`src/rtl/dq_pkg.sv`:
```
// Shared constants, codes and controller/datapath interface types for the deque.
`default_nettype none

package dq_pkg;

    // Ring size and the widths that follow from it
    localparam int DEPTH  = 16;
    localparam int IDX_W  = $clog2(DEPTH);
    localparam int CNT_W  = $clog2(DEPTH + 1);

    // Fixed payload widths
    localparam int DATA_W = 32;
    localparam int CMD_W  = 2;
    localparam int OCC_W  = 5;
    localparam int STAT_W = 2;

    // Commands
    localparam logic [CMD_W-1:0] CMD_PUSH_BACK  = 2'd0;
    localparam logic [CMD_W-1:0] CMD_PUSH_FRONT = 2'd1;
    localparam logic [CMD_W-1:0] CMD_POP_BACK   = 2'd2;
    localparam logic [CMD_W-1:0] CMD_POP_FRONT  = 2'd3;

    // Result status codes
    localparam logic [STAT_W-1:0] ST_DONE      = 2'd0;
    localparam logic [STAT_W-1:0] ST_POP_EMPTY = 2'd1;
    localparam logic [STAT_W-1:0] ST_PUSH_FULL = 2'd2;

    // Controller to datapath
    typedef struct packed {
        logic latch;   // capture the incoming transaction
        logic exec;    // update ring, indices and count
        logic load;    // move the result into the output register
    } t_dp_cmd;

    // Datapath to controller
    typedef struct packed {
        logic out_free;  // output register can take a result this cycle
    } t_dp_stat;

endpackage

`default_nettype wire

```
`src/rtl/double_ended_queue.sv`:
```
// Top level of the bounded double-ended queue of signed 32-bit words.
`default_nettype none

// A bounded deque of DEPTH (16) signed words kept in a ring with front and back
// indices and a count. Each input transaction carries a command (push back,
// push front, pop back, pop front) and a push word; each yields exactly one
// result transaction with the popped word (zero unless a pop succeeded), the
// occupancy after the command, and a status: done, pop on empty refused, or
// push on full refused. A refused command changes nothing. Each transaction
// passes through the steps accept, execute and load result, and no new one
// is taken until the last is loaded; the load step waits for the one-entry
// output register, and the entry RAM's registered read port sets the
// execute-to-load split. The next transaction is accepted while a finished
// result still waits in the output register. Entries are not cleared at
// reset; a pop only ever reads entries that an earlier push wrote.
module double_ended_queue (
    input  wire logic                             i_clk,
    input  wire logic                             i_rst_n,
    input  wire logic                             i_in_valid,
    output logic                                  o_in_stall,
    input  wire logic [dq_pkg::CMD_W-1:0]         i_command,
    input  wire logic signed [dq_pkg::DATA_W-1:0] i_push_value,
    output logic                                  o_out_valid,
    input  wire logic                             i_out_stall,
    output logic signed [dq_pkg::DATA_W-1:0]      o_pop_value,
    output logic [dq_pkg::OCC_W-1:0]              o_occupancy,
    output logic [dq_pkg::STAT_W-1:0]             o_status
);
    import dq_pkg::*;

    t_dp_cmd  dp_cmd;
    t_dp_stat dp_stat;

    // Sequencer: one transaction in flight at a time
    dq_ctrl u_ctrl (
        .i_clk      (i_clk),
        .i_rst_n    (i_rst_n),
        .i_in_valid (i_in_valid),
        .o_in_stall (o_in_stall),
        .i_stat     (dp_stat),
        .o_cmd      (dp_cmd)
    );

    // Ring storage, indices, count and output register
    dq_datapath u_dp (
        .i_clk        (i_clk),
        .i_rst_n      (i_rst_n),
        .i_cmd        (dp_cmd),
        .o_stat       (dp_stat),
        .i_command    (i_command),
        .i_push_value (i_push_value),
        .o_out_valid  (o_out_valid),
        .i_out_stall  (i_out_stall),
        .o_pop_value  (o_pop_value),
        .o_occupancy  (o_occupancy),
        .o_status     (o_status)
    );

    // A refused pop always reports an empty deque
    a_pop_empty_occ: assert property (@(posedge i_clk) disable iff (!i_rst_n)
        (o_out_valid && o_status == ST_POP_EMPTY) |-> (o_occupancy == '0))
        else $error("pop refusal with non-zero occupancy");

    // A refused push always reports a full deque
    a_push_full_occ: assert property (@(posedge i_clk) disable iff (!i_rst_n)
        (o_out_valid && o_status == ST_PUSH_FULL) |-> (o_occupancy == OCC_W'(DEPTH)))
        else $error("push refusal with occupancy below depth");

    // A refused command never returns a word
    a_refused_no_word: assert property (@(posedge i_clk) disable iff (!i_rst_n)
        (o_out_valid && o_status != ST_DONE) |-> (o_pop_value == '0))
        else $error("refused command returned a word");

endmodule

`default_nettype wire

```
`src/rtl/dq_ram.sv`:
```
// Generic single-write, single-read RAM with registered read data.
`default_nettype none

module dq_ram #(
    parameter int WIDTH = 32,
    parameter int DEPTH = 16
) (
    input  wire logic                     i_clk,
    input  wire logic                     i_wr_en,
    input  wire logic [$clog2(DEPTH)-1:0] i_wr_addr,
    input  wire logic [WIDTH-1:0]         i_wr_data,
    input  wire logic                     i_rd_en,
    input  wire logic [$clog2(DEPTH)-1:0] i_rd_addr,
    output logic      [WIDTH-1:0]         o_rd_data
);

    logic [WIDTH-1:0] r_mem [DEPTH];
    logic [WIDTH-1:0] r_rd_data;

    always_ff @(posedge i_clk) begin
        if (i_wr_en) begin
            r_mem[i_wr_addr] <= i_wr_data;
        end
        if (i_rd_en) begin
            r_rd_data <= r_mem[i_rd_addr];
        end
    end

    assign o_rd_data = r_rd_data;

endmodule

`default_nettype wire

```
`src/rtl/dq_datapath.sv`:
```
// Deque datapath: command register, ring indices, count, entry RAM and result register.
`default_nettype none

module dq_datapath (
    input  wire logic                         i_clk,
    input  wire logic                         i_rst_n,
    input  wire dq_pkg::t_dp_cmd              i_cmd,
    output dq_pkg::t_dp_stat                  o_stat,
    input  wire logic [dq_pkg::CMD_W-1:0]     i_command,
    input  wire logic signed [dq_pkg::DATA_W-1:0] i_push_value,
    output logic                              o_out_valid,
    input  wire logic                         i_out_stall,
    output logic signed [dq_pkg::DATA_W-1:0]  o_pop_value,
    output logic [dq_pkg::OCC_W-1:0]          o_occupancy,
    output logic [dq_pkg::STAT_W-1:0]         o_status
);
    import dq_pkg::*;

    localparam logic [IDX_W-1:0] IDX_LAST = IDX_W'(DEPTH - 1);
    localparam logic [CNT_W-1:0] CNT_FULL = CNT_W'(DEPTH);

    // Captured transaction
    logic [CMD_W-1:0]  r_cmd;
    logic [DATA_W-1:0] r_value;

    // Ring state
    logic [IDX_W-1:0] r_front, n_front;
    logic [IDX_W-1:0] r_back,  n_back;
    logic [CNT_W-1:0] r_count, n_count;

    // Per-item outcome held until the result is loaded
    logic [STAT_W-1:0] r_status, n_status;
    logic              r_pop_ok;

    // Output register
    logic                     r_out_valid;
    logic signed [DATA_W-1:0] r_out_pop;
    logic [OCC_W-1:0]         r_out_occ;
    logic [STAT_W-1:0]        r_out_status;

    logic              is_push, full, empty, push_ok, pop_ok;
    logic [IDX_W-1:0]  front_prev, front_next, back_prev, back_next;
    logic              wr_en, rd_en;
    logic [IDX_W-1:0]  wr_addr, rd_addr;
    logic [DATA_W-1:0] rd_data;

    assign is_push = (r_cmd == CMD_PUSH_BACK) || (r_cmd == CMD_PUSH_FRONT);
    assign full    = (r_count == CNT_FULL);
    assign empty   = (r_count == '0);
    assign push_ok = is_push && !full;
    assign pop_ok  = !is_push && !empty;

    assign front_prev = (r_front == '0)      ? IDX_LAST : r_front - 1'b1;
    assign front_next = (r_front == IDX_LAST) ? '0      : r_front + 1'b1;
    assign back_prev  = (r_back  == '0)      ? IDX_LAST : r_back - 1'b1;
    assign back_next  = (r_back  == IDX_LAST) ? '0      : r_back + 1'b1;

    assign wr_en   = i_cmd.exec && push_ok;
    assign wr_addr = (r_cmd == CMD_PUSH_BACK) ? r_back : front_prev;
    assign rd_en   = i_cmd.exec && pop_ok;
    assign rd_addr = (r_cmd == CMD_POP_BACK) ? back_prev : r_front;

    always_comb begin
        n_front  = r_front;
        n_back   = r_back;
        n_count  = r_count;
        n_status = ST_DONE;
        case (r_cmd)
            CMD_PUSH_BACK: begin
                if (full) begin
                    n_status = ST_PUSH_FULL;
                end else begin
                    n_back  = back_next;
                    n_count = r_count + 1'b1;
                end
            end
            CMD_PUSH_FRONT: begin
                if (full) begin
                    n_status = ST_PUSH_FULL;
                end else begin
                    n_front = front_prev;
                    n_count = r_count + 1'b1;
                end
            end
            CMD_POP_BACK: begin
                if (empty) begin
                    n_status = ST_POP_EMPTY;
                end else begin
                    n_back  = back_prev;
                    n_count = r_count - 1'b1;
                end
            end
            CMD_POP_FRONT: begin
                if (empty) begin
                    n_status = ST_POP_EMPTY;
                end else begin
                    n_front = front_next;
                    n_count = r_count - 1'b1;
                end
            end
            default: begin
                n_status = ST_DONE;
            end
        endcase
    end

    dq_ram #(
        .WIDTH (DATA_W),
        .DEPTH (DEPTH)
    ) u_ram (
        .i_clk     (i_clk),
        .i_wr_en   (wr_en),
        .i_wr_addr (wr_addr),
        .i_wr_data (r_value),
        .i_rd_en   (rd_en),
        .i_rd_addr (rd_addr),
        .o_rd_data (rd_data)
    );

    // Transaction capture, outcome and output data registers carry no reset
    always_ff @(posedge i_clk) begin
        if (i_cmd.latch) begin
            r_cmd   <= i_command;
            r_value <= i_push_value;
        end
        if (i_cmd.exec) begin
            r_status <= n_status;
            r_pop_ok <= pop_ok;
        end
        if (i_cmd.load) begin
            r_out_pop    <= r_pop_ok ? $signed(rd_data) : '0;
            r_out_occ    <= OCC_W'(r_count);
            r_out_status <= r_status;
        end
    end

    always_ff @(posedge i_clk) begin
        if (!i_rst_n) begin
            r_front     <= '0;
            r_back      <= '0;
            r_count     <= '0;
            r_out_valid <= 1'b0;
        end else begin
            if (i_cmd.exec) begin
                r_front <= n_front;
                r_back  <= n_back;
                r_count <= n_count;
            end
            if (i_cmd.load) begin
                r_out_valid <= 1'b1;
            end else if (!i_out_stall) begin
                r_out_valid <= 1'b0;
            end
        end
    end

    assign o_stat.out_free = !r_out_valid || !i_out_stall;

    assign o_out_valid = r_out_valid;
    assign o_pop_value = r_out_pop;
    assign o_occupancy = r_out_occ;
    assign o_status    = r_out_status;

endmodule

`default_nettype wire

```
`src/rtl/dq_ctrl.sv`:
```
// Deque controller: sequences accept, execute and result load for one transaction.
`default_nettype none

module dq_ctrl (
    input  wire logic             i_clk,
    input  wire logic             i_rst_n,
    input  wire logic             i_in_valid,
    output logic                  o_in_stall,
    input  wire dq_pkg::t_dp_stat i_stat,
    output dq_pkg::t_dp_cmd       o_cmd
);
    import dq_pkg::*;

    localparam logic [1:0] S_IDLE = 2'd0;
    localparam logic [1:0] S_EXEC = 2'd1;
    localparam logic [1:0] S_LOAD = 2'd2;

    logic [1:0] r_state, n_state;

    always_comb begin
        n_state     = r_state;
        o_cmd.latch = 1'b0;
        o_cmd.exec  = 1'b0;
        o_cmd.load  = 1'b0;
        case (r_state)
            S_IDLE: begin
                if (i_in_valid) begin
                    o_cmd.latch = 1'b1;
                    n_state     = S_EXEC;
                end
            end
            S_EXEC: begin
                o_cmd.exec = 1'b1;
                n_state    = S_LOAD;
            end
            S_LOAD: begin
                // hold until the output register has room
                if (i_stat.out_free) begin
                    o_cmd.load = 1'b1;
                    n_state    = S_IDLE;
                end
            end
            default: begin
                n_state = S_IDLE;
            end
        endcase
    end

    always_ff @(posedge i_clk) begin
        if (!i_rst_n) begin
            r_state <= S_IDLE;
        end else begin
            r_state <= n_state;
        end
    end

    assign o_in_stall = (r_state != S_IDLE);

endmodule

`default_nettype wire

```
`config.mk`:
```
export PLATFORM = sky130hd
export DESIGN_NAME = double_ended_queue
export DESIGN_NICKNAME = d
export VERILOG_FILES = /design/src/rtl/dq_pkg.sv /design/src/rtl/double_ended_queue.sv /design/src/rtl/dq_ram.sv /design/src/rtl/dq_datapath.sv /design/src/rtl/dq_ctrl.sv
export SDC_FILE = /design/constraint.sdc
export NUM_CORES = 1
export LEC_CHECK = 0
export BUFFER_PORTS_ARGS = -buffer_cell sky130_fd_sc_hd__buf_2
export CAP_MARGIN = 20
export CORE_ASPECT_RATIO = 0.7
export CORE_MARGIN = 4
export CORE_UTILIZATION = 55
export DETAILED_ROUTE_END_ITERATION = 16
export PLACE_DENSITY_LB_ADDON = 0.2
export SYNTH_ARGS = -nofsm -noshare
export SYNTH_HDL_FRONTEND = slang
export SYNTH_HIERARCHICAL = 1
export SYNTH_SLANG_ARGS = --single-unit
```
`constraint.sdc`:
```
create_clock -name i_clk -period 4.2 [get_ports i_clk]
set_input_delay 0.42 -clock i_clk [delete_from_list [all_inputs] [get_ports i_clk]]
set_output_delay 0.42 -clock i_clk [all_outputs]
set_load 0.005 [all_outputs]
```
==> results_dict.tcl, run 1 <==
set metrics [dict create \
    status "completed" \
    syn_avg_cell_area_sq_um 21.6 \
    io_buffers 78 \
    dieHeight_um 183 \
    setup_viol 0 \
    critPathSlowestCell "a21oi_1" \
    final.fill_count 2822 \
    synth_largest_area_cell "edfxtp_1" \
    crit_required_ns 4.49 \
    syn_inst 1110 \
    grt_max_degree 40 \
    fin_total_pwr_mw 13.1 \
    area_growth_pct 15.4 \
    crit_arrival_ns 3.81 \
    timing.critical_path.to "u_dp/u_ram/r_mem[6][31]" \
    synth_nets 1156 \
    power.density_mw_per_mm2 474 \
    ant_nets 0 \
    clk_pin_slew_ns 0.06 \
    finalCritPeriodShare_pct 83.8 \
    grt_overflow_total 0 \
    synth.cell_area_sq_mm 0.0239 \
    synthTopCellsByArea "edfxtp_1, mux4_2, a22oi_1, dfxtp_1, and2_1" \
    start_util_pct 56.1 \
    gp_congestion 0.800 \
    synth_edf_count 620 \
    synthArstFlopShare_pct 0 \
    r2r_cells 5 \
    drc 0 \
    clock-root-buffer "clkbuf_16" \
    dp_hpwl_um 26000 \
    cp_max_fo 18 \
    fin_crit_ns 3.52 \
    drt-total-wl_um 49800 \
    r2r_setup_slack_ns 0.68 \
    worst_pin_slew_ns 0.905 \
    register_area_sq_mm 0.0189 \
    io_pins 79 \
    antenna_found_initial 0 \
    drt_pass1_iterations 5 \
    layout-drive-gt1-share_pct 28.5 \
    slew_violations 0 \
    r2r_end "u_dp/u_ram/r_mem[6][31]" \
    final_common_cell "edfxtp_1" \
    synth-seq-cells 636 \
    slowest_delay_ns 0.74 \
    cp-start-kind "flip-flop" \
    clock_sinks 636 \
    cts-resized-gates 0 \
    drtIter0Drc 1191 \
    std_cell_rows 63 \
    worstPathCellList "or2_2 > a21oi_1 > nand2b_1 > nor2_4 > buf_4" \
    cp-startpoint "u_dp/r_cmd[0]" \
    first_global_vias 11300 \
    cap_viol_max_count 0 \
    die_w_um 257 \
    r2r_start "u_dp/r_cmd[0]" \
    worstHoldPathType "primary input to flip-flop" \
    fin_worst_skew_ns 0.0245 \
    viasPerCell 6.00 \
    synth_cell_types 54 \
    grt_pass1_wl_um 73800 \
    via_count 11400 \
    synth_top_area_share_pct 77.8 \
    wire_per_inst_um 26.3 \
    grt_usage_pct 21.3 \
    timing.final.hold_violations 0 \
    nets 1309 \
    insertion_delay_ns 0.59 \
    fmax_mhz 284 \
    cts_tree "built" \
    htreeDepth 2 \
    relSlewSlack_pct 39.7 \
    multiInputGateArea_sq_mm 0.00487 \
    end_kind "flip-flop" \
    core_sq_mm 0.0426 \
    total_leakage_power_nw 8.85 \
    tns_ns 0 \
    rsz0062_at_grt "no" \
    fp.dieArea_sq_mm 0.0470 \
    layout_common_cells "edfxtp_1, mux4_2, buf_2" \
    cts_buffer_depth 3 \
    cts_buffers 56 \
    crit_type "flip-flop to flip-flop" \
    diodes 0 \
    synth-seq-area-share_pct 79.1 \
    synth_top_flop_cell "edfxtp_1" \
    yosysWarnings 6 \
    ir_worst_vdd_mv 0.384 \
]
==> worst min-delay path by stage <==
stage	from	endpoint	slack, ns	depth (start not counted)
after CTS	i_push_value[26]	u_dp/r_value[26]	0.005	1
after global placement	u_dp/r_status[0]	u_dp/o_status[0]	0.41	0
final	i_push_value[26]	u_dp/r_value[26]	0.04	1
after global routing	i_push_value[6]	u_dp/r_value[6]	0.01	1
after detailed placement	u_dp/r_status[0]	u_dp/o_status[0]	0.41	0
after floorplan	u_dp/r_status[0]	u_dp/o_status[0]	0.40	0
==> what timing repair did <==
action / 4_1_cts / 5_1_grt
hold endpoints to repair: 28 / 0
buffers inserted: 0 / 0
hold buffers: 28 / 0
==> critical path, delay by kind of cell, from the launching register on <==
family	cells	cell delay [ns]
AO/OA/AOI/OAI	1	0.74
buffers and inverters	1	0.32
flip-flops	1	0.58
AND/OR/NAND/NOR	3	1.59
==> layout make-up <==
type / count / share of cell area [%]
multi-input combinational: 407 / 17.6
clock buffer: 68 / 5.39
sequential: 636 / 68.5
tap: 585 / 2.65
timing repair buffer: 150 / 4.39
inverter: 12 / 0.163
clock inverter: 36 / 1.25
==> stage by stage <==
stage                     utilization (%)  cell area, sq um  worst slack, ns  instances  hold slack (ns)
final                                64.8             27600            0.679       1894           0.0382
after global routing                 64.8             27600            0.517       1894           0.0100
after CTS                            64.8             27600            0.712       1894          0.00450
after detailed placement             59.8             25500            0.718       1762            0.408
after global placement               59.8             25500            0.768       1762            0.414
after floorplan                         -             24000           0.0281       1110            0.400
==> cell usage after synthesis (5+ instances only) <==
cell and instances:
nand2_1 39, nand2b_1 5, mux4_2 128, nor2_1 34, a22oi_1 64, buf_4 11, o21ai_0 9, and2_1 35
ha_1 7, dfxtp_1 16, inv_1 12, buf_1 11, edfxtp_1 620, nor2b_1 5, nor3_1 8, buf_2 8
a21oi_1 17, clkbuf_1 24
==> where the power goes <==
group | leakage, nW | switching, mW | internal, mW
clock | 0.897 | 2.19 | 2.89
sequential | 5.74 | 0.101 | 7.07
combinational | 2.21 | 0.444 | 0.387
total | 8.85 | 2.74 | 10.4
==> cells by family (layout without fill, tap and decap cells) <==
family / count (synthesis) / in the layout / share of synthesized area (%)
flops: 636 / 636 / 79.1
simple gates: 148 / 148 / 3.17
mux: 131 / 131 / 12.2
compound gates: 112 / 112 / 3.47
buf+inv: 67 / 266 / 1.31
fa+ha+maj: 8 / 8 / 0.449
xor+xnor: 8 / 8 / 0.324
==> registers in the layout (all words and copies together), names as in the netlist <==
name	flops
u_dp/u_ram/r_mem	512
u_dp/r_cmd	2
u_dp/o_occupancy	5
u_dp/o_status	2
u_dp/o_pop_value	32
u_dp/r_back	4
u_dp/u_ram/o_rd_data	32
u_ctrl/r_state	2
u_dp/r_count	5
u_dp/r_status	2
u_dp/r_value	32
u_dp/r_front	4
u_dp/o_out_valid	1
u_dp/r_pop_ok	1
==> per-layer routing <==
metal	global-route usage [%]	wire, um
met2	33.0	23300
met3	3.43	3370
met5	0	0
met1	33.4	22500
met4	3.60	655
No activity file was read; power rests on OpenSTA's default activity.
==> inputs of run 2 (changes only) <==
CORE_UTILIZATION = 61   (was 55)
clock period = 3.6 ns   (was 4.2 ns; I/O delays follow)
==> results_dict.tcl, run 2 (synthesized netlist as in run 1, its figures left out) <==
set metrics [dict create \
    die_w_um 245 \
    cts_buffer_depth 3 \
    post-place-cells 1717 \
    final_cells 1849 \
    crit_arrival_ns 3.64 \
    fin_worst_skew_ns 0.0180 \
    insertion_delay_ns 0.59 \
    rsz0062_at_grt "no" \
    worstPathCellList "inv_1 > ha_1 > o311ai_0 > o21ai_0 > buf_4 > nor2_4 > buf_4 > a22oi_1 > nand2_1" \
    grt_usage_pct 23.6 \
    ir_worst_vdd_mv 0.451 \
    relSlewSlack_pct 43.3 \
    ant_nets 0 \
    grtUsageMet1_pct 36.8 \
    cts_buffers 55 \
    use_met3_pct 3.82 \
    antenna_found_initial 0 \
    layout-drive-gt1-share_pct 28.6 \
    setup_viol 0 \
    grt_overflow_total 0 \
    critPathSlowestCell "nor2_4" \
    layout_common_cells "edfxtp_1, mux4_2, buf_2" \
    slew_violations 0 \
    grt_max_degree 46 \
    std_cell_rows 60 \
    drt_pass1_iterations 5 \
    tns_ns 0 \
    grt_pass1_wl_um 74600 \
    cp_max_fo 24 \
    nets 1328 \
    drtIter0Drc 1384 \
    clock_sinks 636 \
    clock-root-buffer "clkbuf_16" \
    slowest_delay_ns 0.64 \
    hold_ws_ns 0.0302 \
    drc 0 \
    met2_usage_pct 36.4 \
    largest-register "u_dp/u_ram/r_mem" \
    worstHoldPathType "primary input to flip-flop" \
    fin_crit_ns 3.20 \
    dp_slack_ns 0.450 \
    cts_tree "built" \
    area_growth_pct 15.1 \
    worst_slack_ns 0.396 \
    io_buffers 78 \
    start_util_pct 62.0 \
    power.density_mw_per_mm2 543 \
    worst_pin_slew_ns 0.849 \
    total_leakage_power_nw 8.89 \
    cts_setup_buffers 0 \
    cp-start-kind "flip-flop" \
    cpMostUsedCell "buf_4" \
    cp-startpoint "u_dp/r_back[0]" \
    final_common_cell "edfxtp_1" \
    hold_path_startpoint "i_out_stall" \
    first_global_vias 11600 \
    crit_required_ns 4.04 \
    finalCritPeriodShare_pct 89.0 \
    dp_hpwl_um 28500 \
    clk_pin_slew_ns 0.06 \
    status "completed" \
    core_sq_mm 0.0386 \
    dieHeight_um 174 \
    timing.final.hold_violations 0 \
    drt-total-wl_um 49300 \
    fp.dieArea_sq_mm 0.0425 \
    io_pins 79 \
    crit_type "flip-flop to flip-flop" \
    r2r_start "u_dp/r_back[0]" \
    via_count 11600 \
    end_kind "flip-flop" \
    gp_congestion 0.834 \
    htreeDepth 2 \
    fmax_mhz 312 \
    wire_per_inst_um 26.6 \
    diodes 0 \
    fin_total_pwr_mw 15.0 \
    largest_reg_flops 512 \
    cap_viol_max_count 0 \
    viasPerCell 6.27 \
    busiest_layer "met1" \
]
==> run 2: changes by cell type in the layout (fill, tap and decap cells not counted), sizes merged <==
cell	delta
dlygate4sd3	+6
inv	+2
clkbuf	+6
buf	+14
clkinv	-8
clkinvlp	-3
bufinv	-4
==> run 2: timing repair <==
| item | in CTS | in global routing |
|---|---|---|
| hold buffers | 34 | 0 |
| endpoints found under the hold margin | 34 | 0 |
| resized for setup | 0 | 0 |
==> run 2: cell type report <==
class / instances / area [sq um]
Clock buffer: 74 / 1500
Clock inverter: 23 / 191
Fill cell: 2263 / 11000
Inverter: 12 / 45.0
Multi-Input combinational cell: 407 / 4880
Sequential cell: 636 / 18900
Tap cell: 527 / 659
Timing Repair Buffer: 170 / 1350
==> run 2: final timing paths <==
check,end,slack [ns],depth (start not counted)
min,u_dp/o_out_valid,0.03,3
min reg2reg,u_dp/o_status[1],0.42,0
max reg2reg,u_dp/u_ram/o_rd_data[25],0.40,9
max,u_dp/u_ram/o_rd_data[25],0.40,9
==> run 2: routing by layer <==
layer / routed length [um] / part of all wire (%)
met2: 23600 / 48
met1: 20800 / 42
met5: 0 / 0
met4: 1010 / 2.1
met3: 3810 / 7.7
==> run 2: through the flow <==
step	instance area [sq um]	utilization, %
after floorplan	24000	-
after global placement	25500	66.1
after detailed placement	25500	66.1
after CTS	27500	71.4
after global routing	27600	71.4
final	27600	71.4
==> run 2: power breakdown <==
group          switching [mW]  internal, mW
logic                   0.530         0.461
clock network            2.52          3.07
registers               0.128          8.25
total                    3.17          11.8
==> run 2: critical path, delay by kind of cell (launching register included) <==
kind                       cells  cell delay (ns)
AOI/OAI and AO/OA              3             0.91
and+or+nand+nor                2             0.76
buffers and inverters          3             0.63
DFF                            1             0.49
adders and majority gates      1             0.26
